## src/hdl/tppm_pkg.sv

```systemverilog
// ----------------------------------------------------------------------------
// Throughput peak percent meter package
// Shared widths, window depth and the operand/result types of the shared
// compare-subtract unit.
// ----------------------------------------------------------------------------
`default_nettype none

package tppm_pkg;

  localparam int unsigned WINDOW_DEPTH = 15;
  localparam int unsigned SLOT_W       = (WINDOW_DEPTH > 1) ? $clog2(WINDOW_DEPTH) : 1;
  localparam int unsigned CNT_W        = 64;
  localparam int unsigned PCT_W        = 7;
  localparam int unsigned QBIT_W       = 3;
  localparam int unsigned NUM_W        = CNT_W + PCT_W;

  localparam logic [PCT_W-1:0]  PCT_MAX  = PCT_W'(100);
  localparam logic [QBIT_W-1:0] QBIT_TOP = QBIT_W'(PCT_W - 1);
  localparam logic [SLOT_W-1:0] SLOT_END = SLOT_W'(WINDOW_DEPTH - 1);

  // operands of the shared unit: a is one bit wider to carry a shifted remainder
  typedef struct packed {
    logic [CNT_W:0]   a;
    logic [CNT_W-1:0] b;
  } cu_req_t;

  typedef struct packed {
    logic           ge;
    logic [CNT_W:0] diff;
  } cu_rsp_t;

endpackage

`default_nettype wire

```

## src/hdl/tppm_cmpsub.sv

```systemverilog
// ----------------------------------------------------------------------------
// Shared compare-subtract unit
// Returns a - b and whether a >= b; serves delta, peak scan and division.
// ----------------------------------------------------------------------------
`default_nettype none

module tppm_cmpsub (
  input  wire tppm_pkg::cu_req_t req,
  output tppm_pkg::cu_rsp_t      rsp
);

  logic [tppm_pkg::CNT_W+1:0] full;

  assign full     = {1'b0, req.a} - {2'b00, req.b};
  assign rsp.ge   = ~full[tppm_pkg::CNT_W+1];
  assign rsp.diff = full[tppm_pkg::CNT_W:0];

endmodule

`default_nettype wire

```

## src/hdl/throughput_peak_percent_meter_top.sv

```systemverilog
// ----------------------------------------------------------------------------
// Throughput peak percent meter
// Per-interval byte deltas, windowed peaks and percent of peak for rx and tx.
// ----------------------------------------------------------------------------
// Sequence: after the accept, the delta step (rx, then tx), the peak scan over
//   every window slot, the divide (rx, then tx) and the output register.
// A new item is taken only in idle, after the last one is through; every step
//   goes through the single shared compare-subtract unit.
//   A stalled result holds the next item in its last step until it leaves.
// Reset: synchronous, active low; clears counters, window valid bits, slot
//   and handshake state. No clearing pass is needed.
`default_nettype none

module throughput_peak_percent_meter_top (
  input  wire                               clk,
  input  wire                               rst_n,
  input  wire                               in_valid,
  output logic                              in_stall,
  input  wire  [tppm_pkg::CNT_W-1:0]        in_rx_total,
  input  wire  [tppm_pkg::CNT_W-1:0]        in_tx_total,
  input  wire                               in_clear_history,
  output logic                              out_valid,
  input  wire                               out_stall,
  output logic                              out_primed,
  output logic [tppm_pkg::CNT_W-1:0]        out_rx_delta,
  output logic [tppm_pkg::CNT_W-1:0]        out_tx_delta,
  output logic [tppm_pkg::CNT_W-1:0]        out_rx_peak,
  output logic [tppm_pkg::CNT_W-1:0]        out_tx_peak,
  output logic [tppm_pkg::PCT_W-1:0]        out_rx_percent,
  output logic [tppm_pkg::PCT_W-1:0]        out_tx_percent
);

  typedef enum logic [2:0] {
    ST_IDLE,
    ST_DELTA,
    ST_SCAN,
    ST_DIVINIT,
    ST_DIV,
    ST_FINISH
  } state_t;

  state_t state_r;

  logic [tppm_pkg::CNT_W-1:0]  rx_in_r, tx_in_r;
  logic [tppm_pkg::CNT_W-1:0]  prev_rx_r, prev_tx_r;
  logic [tppm_pkg::CNT_W-1:0]  rd_r, td_r;
  logic [tppm_pkg::CNT_W-1:0]  rx_pk_r, tx_pk_r;
  logic [tppm_pkg::CNT_W-1:0]  rem_r;
  logic [tppm_pkg::PCT_W-1:0]  num_lo_r;
  logic [tppm_pkg::PCT_W-1:0]  q_r;
  logic [tppm_pkg::PCT_W-1:0]  rx_pct_r, tx_pct_r;
  logic [tppm_pkg::QBIT_W-1:0] bit_r;
  logic [tppm_pkg::SLOT_W-1:0] slot_r, idx_r;
  logic                        dir_r, primed_r;
  logic [tppm_pkg::WINDOW_DEPTH-1:0] vld_r;

  logic [tppm_pkg::CNT_W-1:0] rx_win_r [tppm_pkg::WINDOW_DEPTH];
  logic [tppm_pkg::CNT_W-1:0] tx_win_r [tppm_pkg::WINDOW_DEPTH];

  tppm_pkg::cu_req_t cu_req;
  tppm_pkg::cu_rsp_t cu_rsp;

  logic                       in_acc;
  logic                       win_we;
  logic [tppm_pkg::CNT_W-1:0] td_nxt;
  logic [tppm_pkg::CNT_W-1:0] rx_cand, tx_cand, cand, pk_sel, d_sel;
  logic [tppm_pkg::NUM_W-1:0] d_ext, num_full;
  logic [tppm_pkg::PCT_W-1:0] q_nxt, pct_nxt;

  tppm_cmpsub u_cmpsub (
    .req (cu_req),
    .rsp (cu_rsp)
  );

  assign in_stall = (state_r != ST_IDLE);
  assign in_acc   = in_valid & ~in_stall;

  // invalid entries read as zero
  assign rx_cand = vld_r[idx_r] ? rx_win_r[idx_r] : '0;
  assign tx_cand = vld_r[idx_r] ? tx_win_r[idx_r] : '0;
  assign cand    = dir_r ? tx_cand : rx_cand;
  assign pk_sel  = dir_r ? tx_pk_r : rx_pk_r;
  assign d_sel   = dir_r ? td_r : rd_r;

  // delta*100 as shift-add: 64 + 32 + 4
  assign d_ext    = {{tppm_pkg::PCT_W{1'b0}}, d_sel};
  assign num_full = (d_ext << 6) + (d_ext << 5) + (d_ext << 2);

  assign td_nxt  = primed_r ? cu_rsp.diff[tppm_pkg::CNT_W-1:0] : '0;
  assign win_we  = (state_r == ST_DELTA) && dir_r;
  assign q_nxt   = {q_r[tppm_pkg::PCT_W-2:0], cu_rsp.ge};
  assign pct_nxt = (pk_sel == '0) ? '0 :
                   (q_nxt > tppm_pkg::PCT_MAX) ? tppm_pkg::PCT_MAX : q_nxt;

  always_comb begin
    cu_req = '0;
    unique case (state_r)
      ST_DELTA: begin
        cu_req.a = {1'b0, (dir_r ? tx_in_r : rx_in_r)};
        cu_req.b = dir_r ? prev_tx_r : prev_rx_r;
      end
      ST_SCAN: begin
        cu_req.a = {1'b0, pk_sel};
        cu_req.b = cand;
      end
      ST_DIV: begin
        cu_req.a = {rem_r, num_lo_r[bit_r]};
        cu_req.b = pk_sel;
      end
      default: cu_req = '0;
    endcase
  end

  // window storage, payload only
  always_ff @(posedge clk) begin
    if (win_we) begin
      rx_win_r[slot_r] <= rd_r;
      tx_win_r[slot_r] <= td_nxt;
    end
  end

  always_ff @(posedge clk) begin
    if (!rst_n) begin
      state_r   <= ST_IDLE;
      prev_rx_r <= '0;
      prev_tx_r <= '0;
      vld_r     <= '0;
      slot_r    <= '0;
      out_valid <= 1'b0;
      dir_r     <= 1'b0;
    end else begin
      // the finish step reloads the output register itself
      if (out_valid && !out_stall && (state_r != ST_FINISH)) begin
        out_valid <= 1'b0;
      end
      unique case (state_r)
        ST_IDLE: begin
          if (in_acc) begin
            rx_in_r  <= in_rx_total;
            tx_in_r  <= in_tx_total;
            primed_r <= ~in_clear_history && (prev_rx_r != '0);
            if (in_clear_history) begin
              prev_rx_r <= '0;
              prev_tx_r <= '0;
              vld_r     <= '0;
            end
            slot_r  <= (slot_r >= tppm_pkg::SLOT_END) ? '0 : slot_r + 1'b1;
            dir_r   <= 1'b0;
            state_r <= ST_DELTA;
          end
        end
        ST_DELTA: begin
          if (!dir_r) begin
            rd_r  <= primed_r ? cu_rsp.diff[tppm_pkg::CNT_W-1:0] : '0;
            dir_r <= 1'b1;
          end else begin
            td_r          <= td_nxt;
            vld_r[slot_r] <= 1'b1;
            prev_rx_r     <= rx_in_r;
            prev_tx_r     <= tx_in_r;
            rx_pk_r       <= '0;
            tx_pk_r       <= '0;
            idx_r         <= '0;
            dir_r         <= 1'b0;
            state_r       <= ST_SCAN;
          end
        end
        ST_SCAN: begin
          // replace the peak when the candidate is larger
          if (!cu_rsp.ge) begin
            if (dir_r) tx_pk_r <= cand;
            else       rx_pk_r <= cand;
          end
          if (!dir_r) begin
            dir_r <= 1'b1;
          end else begin
            dir_r <= 1'b0;
            if (idx_r == tppm_pkg::SLOT_END) begin
              state_r <= ST_DIVINIT;
            end else begin
              idx_r <= idx_r + 1'b1;
            end
          end
        end
        ST_DIVINIT: begin
          rem_r    <= num_full[tppm_pkg::NUM_W-1:tppm_pkg::PCT_W];
          num_lo_r <= num_full[tppm_pkg::PCT_W-1:0];
          bit_r    <= tppm_pkg::QBIT_TOP;
          q_r      <= '0;
          state_r  <= ST_DIV;
        end
        ST_DIV: begin
          // restoring divide, one quotient bit per cycle
          if (cu_rsp.ge) begin
            rem_r <= cu_rsp.diff[tppm_pkg::CNT_W-1:0];
          end else begin
            rem_r <= cu_req.a[tppm_pkg::CNT_W-1:0];
          end
          q_r <= q_nxt;
          if (bit_r == '0) begin
            if (!dir_r) begin
              rx_pct_r <= pct_nxt;
              dir_r    <= 1'b1;
              state_r  <= ST_DIVINIT;
            end else begin
              tx_pct_r <= pct_nxt;
              dir_r    <= 1'b0;
              state_r  <= ST_FINISH;
            end
          end else begin
            bit_r <= bit_r - 1'b1;
          end
        end
        ST_FINISH: begin
          // hold until the output register is free
          if (!out_valid || !out_stall) begin
            out_valid      <= 1'b1;
            out_primed     <= primed_r;
            out_rx_delta   <= rd_r;
            out_tx_delta   <= td_r;
            out_rx_peak    <= rx_pk_r;
            out_tx_peak    <= tx_pk_r;
            out_rx_percent <= rx_pct_r;
            out_tx_percent <= tx_pct_r;
            state_r        <= ST_IDLE;
          end
        end
        default: state_r <= ST_IDLE;
      endcase
    end
  end

  a_slot_range: assert property (@(posedge clk) disable iff (!rst_n)
    slot_r <= tppm_pkg::SLOT_END)
    else $error("window slot out of range");

  a_peak_covers_delta: assert property (@(posedge clk) disable iff (!rst_n)
    out_valid |-> (out_rx_peak >= out_rx_delta) && (out_tx_peak >= out_tx_delta))
    else $error("peak below its own delta");

  a_pct_range: assert property (@(posedge clk) disable iff (!rst_n)
    out_valid |-> (out_rx_percent <= tppm_pkg::PCT_MAX) &&
                  (out_tx_percent <= tppm_pkg::PCT_MAX))
    else $error("percent above full scale");

  a_unprimed_zero: assert property (@(posedge clk) disable iff (!rst_n)
    (out_valid && !out_primed) |-> (out_rx_delta == '0) && (out_tx_delta == '0))
    else $error("unprimed item carries a delta");

  a_load_from_finish: assert property (@(posedge clk) disable iff (!rst_n)
    (state_r == ST_FINISH && (!out_valid || !out_stall)) |=>
      (out_valid && state_r == ST_IDLE))
    else $error("result not loaded at end of item");

endmodule

`default_nettype wire
```

## config.mk

```make
export PLATFORM = sky130hd
export DESIGN_NAME = throughput_peak_percent_meter_top
export DESIGN_NICKNAME = d
export VERILOG_FILES = /design/src/hdl/tppm_pkg.sv /design/src/hdl/tppm_cmpsub.sv /design/src/hdl/throughput_peak_percent_meter_top.sv
export SDC_FILE = /design/constraint.sdc
export NUM_CORES = 2
export LEC_CHECK = 0
export BUFFER_PORTS_ARGS = -buffer_cell sky130_fd_sc_hd__buf_2
export CAP_MARGIN = 20
export CORE_MARGIN = 1
export CORE_UTILIZATION = 30
export CTS_CLUSTER_SIZE = 20
export DETAILED_ROUTE_END_ITERATION = 8
export GPL_ROUTABILITY_DRIVEN = 0
export MAX_ROUTING_LAYER = met4
export PLACE_DENSITY = 0.47
export SLEW_MARGIN = 20
export SYNTH_ARGS = -nofsm -noshare
export SYNTH_HDL_FRONTEND = slang
export SYNTH_SLANG_ARGS = --single-unit
export TNS_END_PERCENT = 1
```

## constraint.sdc

```tcl
create_clock -name clk -period 20.6 [get_ports clk]
set_clock_uncertainty 0.2 [all_clocks]
set_input_delay 4.12 -clock clk [delete_from_list [all_inputs] [get_ports clk]]
set_output_delay 4.12 -clock clk [all_outputs]
set_load 0.01 [all_outputs]
```

==> results.md <==
- Status: complete, but fails checks
- Failing checks: DRC
- Critical Path End Type: register
- WL/cell: 31.4 um
- Largest net degree at the start of global routing: approximately 100
- Crit-path max FO: 103
- # hold bufs at CTS: 0
- Actual slew at the worst max-slew pin: about 1200 ps
- CTS tree: yes
- Root buf cell: clkbuf_16
- Slowest cell on crit path: buf_4
- Hold Crit Class: reg -> reg
- Detailed router's first-iteration violation count: ~7.6k
- Largest stage delay, worst path: 850 ps
- Max IR drop VDD: around 0.063 mV
- Synth warnings: 0
- Crit share post-route: 47.0%
- Remaining Overflow, GRT: 0
- Multi-input gate area: 32600 um^2
- Insertion delay to the later sink of the worst-skew pair: 940 ps
- Crit path DAT: roughly 10000 ps
- Final ANT Viol Nets: 0
- Syn Nets: 7109
- # port buffers: 405
- RSZ-0062 raised after global routing: no
- Detailed Routing Iterations Pass 1: 9
- Vias: 67.4k
- Design area: 136000 um^2
- Yosys cell types: 94
- Die area: 394000 um^2
- Row count: 229
- CORE AREA: between 300000 and 400000 um^2
- Reg clk slew, reported paths: 60 ps
- Starting Density: between 30% and 40%
- Longest Clk Path Bufs: 4
- Type of origin of the critical path: register
- Global Route Usage Sum: 20.4%
- Fmax: a little over 0.1 GHz
- Final net count: 7571
- Slew margin rel.: 17.1%
- Post-synthesis average cell area: 17.3 um^2
- FF+latch count, synth: between 2k and 3k
- Post-DP HPWL: 249000 um
- Placed insts: 12.1k
- Final cell count without fillers: approximately 13k
- Setup_tns: 0 ps
- Max cap viols: 0
- Most used cell, CP: buf_4
- Total I/O pin count: 406
- CP Data Required Time: 20940 ps
- CTS Sinks: 2828
- Synth Flop Type: edfxtp_1
- Post-Syn Area: about 120000 um^2
- Critical path class: reg -> reg
- Seq/Total Area, Yosys: a little under three quarters
- Clock period minus worst slack: between 9000 and 10000 ps
- Syn Inst Count: around 6.8k
- Max-slew violations: 0
- H-tree depth: 5
- Vias in the first global route: 66.9k
- CP Cell Sequence: buf_4, buf_12, buf_4, mux4_2, mux4_2, nand2_1, a21oi_1, nor2_1, ha_1, a21o_1, a311oi_1, o31a_1, a31oi_1, o211ai_1, a21o_2, a41oi_4, or2_2, o21ai_0, and3b_4, buf_4
- Reg area: 83400 um^2
- First-pass GRT wire length: 549000 um
- Chip width: 628 um
- Pwr dens: 111 nW/um^2
- Fill count: roughly 37k
- Share of layout cells above drive strength 1: between 20 and 25%
- Post-cts repair resize count: 0
- LEAKAGE: 44.6 nW
- Via/cell ratio: 5.30
- Setup violations, final: 0
- Height of the die: 628 um
- Hold slack: 221 ps
- EDFF count, synth: 2672
- Post-Place Cell Area: 126000 um^2
- Remaining DRCs: 129
- Final WL: 400000 um
- Initial antenna violation count: 32
- CTS Buf Count: 311
- Asr flop ratio synth: 0%
- Area Growth Syn to Fin: 15.7%
- Post-CTS setup buffers: 0
- Hold Fails Final Rpt: 0
==> layout by cell type (no fill, tap or decap), types with 29 or more instances in the layout <==
cell type,count
a22oi_1,64
clkbuf_1,57
a31oi_1,29
fa_1,62
a21o_1,77
a21oi_1,270
inv_1,43
xor2_1,55
buf_2,405
o221ai_1,60
buf_4,113
and2_1,62
nand3_1,94
clkbuf_16,316
xnor2_1,68
o22ai_1,71
nor2b_1,85
o21ai_0,242
nor2_1,210
mux4_2,516
edfxtp_1,2672
ha_1,140
nor4_1,52
mux2i_1,365
clkinv_1,60
clkinv_2,56
nand2_1,530
dfxtp_1,151
a21boi_0,75
nand4_1,45
mux2_2,71
==> cell usage after synthesis, types with 54 or more instances <==
| cell type | instances | area, um^2 |
|---|---|---|
| nand3_1 | 94 | 470 |
| o22ai_1 | 71 | 444 |
| a21oi_1 | 270 | 1350 |
| mux4_2 | 516 | 11600 |
| a21o_1 | 77 | 578 |
| xnor2_1 | 68 | 596 |
| mux2i_1 | 365 | 3650 |
| a22oi_1 | 64 | 480 |
| o21ai_0 | 242 | 1210 |
| edfxtp_1 | 2672 | 80200 |
| and2_1 | 63 | 394 |
| fa_1 | 62 | 1240 |
| dfxtp_1 | 156 | 3120 |
| nand2_1 | 531 | 1990 |
| xor2_1 | 55 | 482 |
| nor2b_1 | 88 | 551 |
| buf_1 | 92 | 345 |
| nor2_1 | 228 | 856 |
| ha_1 | 140 | 1750 |
| a21boi_0 | 76 | 571 |
| mux2_2 | 71 | 800 |
| o221ai_1 | 60 | 526 |
| clkbuf_1 | 252 | 946 |
| nor4_1 | 54 | 338 |
==> kinds of logic (layout without fill, tap and decap cells) <==
family          count (synthesis)  count (layout)  share of synthesized area (%)
fa+ha+maj                     202             202                           2.55
mux                           952             952                           13.7
buf+inv                       425            1141                           1.50
compound gates               1044            1044                           5.68
simple gates                 1200            1200                           4.70
flops                        2828            2828                           71.0
other cells                     0              23                              0
xor+xnor                      123             123                          0.917
==> path summary, 6_finish.rpt <==
path | from | endpoint | slack (ps) | cells after the start
setup / recovery | register | rx_pk_r[13]$_DFFE_PP_ | 10920 | 20
hold / removal | rx_pct_r[1]$_DFFE_PP_ | out_rx_percent[1]$_DFFE_PP_ | 220 | 0
setup reg to reg | register | rx_pk_r[13]$_DFFE_PP_ | 10920 | 20
hold reg to reg | rx_pct_r[1]$_DFFE_PP_ | out_rx_percent[1]$_DFFE_PP_ | 220 | 0
==> report_power, final <==
group | switching [mW] | total, mW | internal [mW] | leakage (nW)
clock | 2.39 | 5.60 | 3.21 | 4.93
sequential | 0.112 | 6.77 | 6.65 | 25.7
combinational | 1.81 | 2.67 | 0.867 | 14.0
total | 4.31 | 15.0 | 10.7 | 44.6
==> state kept, by name (all words and copies together) (netlist names), 15 cells and up, named ones only <==
name          cells
rd_r             64
rem_r            64
prev_tx_r        64
out_tx_delta     64
rx_pk_r          64
rx_win_r        960
tx_win_r        960
rx_in_r          64
out_rx_peak      64
tx_in_r          64
td_r             64
out_rx_delta     64
tx_pk_r          64
out_tx_peak      64
prev_rx_r        64
vld_r            15
==> final cells by class <==
type | instances | share of cell area (%)
multi-input cells | 3521 | 24.0
clock inverters | 188 | 1.41
inverters | 44 | 0.122
well taps | 5197 | 4.79
repair buffers | 530 | 2.30
clock buffers | 379 | 6.03
diodes | 23 | 0.0424
flip-flops and latches | 2828 | 61.4
==> through the flow <==
step	utilization (%)	power [mW]	worst slack, ps
final	34.9	15.0	10920
after global routing	34.9	15.6	10240
after CTS	34.9	15.1	10770
after detailed placement	32.3	9.50	10870
after global placement	32.3	9.48	10850
after floorplan	-	8.55	9240
==> critical path, delay by kind of cell (launching register included) <==
kind,cells,cell delay (ps)
compound gates,9,2460
fa+ha+maj,1,330
buf+inv,4,2830
flops,1,820
mux,2,1080
simple gates,4,1290
==> per-layer routing <==
metal | vias up | track usage [%] | wire [um]
li1 | 27987 | - | -
met1 | 36208 | 29.0 | 181000
met2 | 2736 | 31.1 | 183000
met3 | 483 | 2.66 | 26200
met4 | 0 | 4.75 | 10100
met5 | - | - | 0
Power figures use the tool's default switching activity.
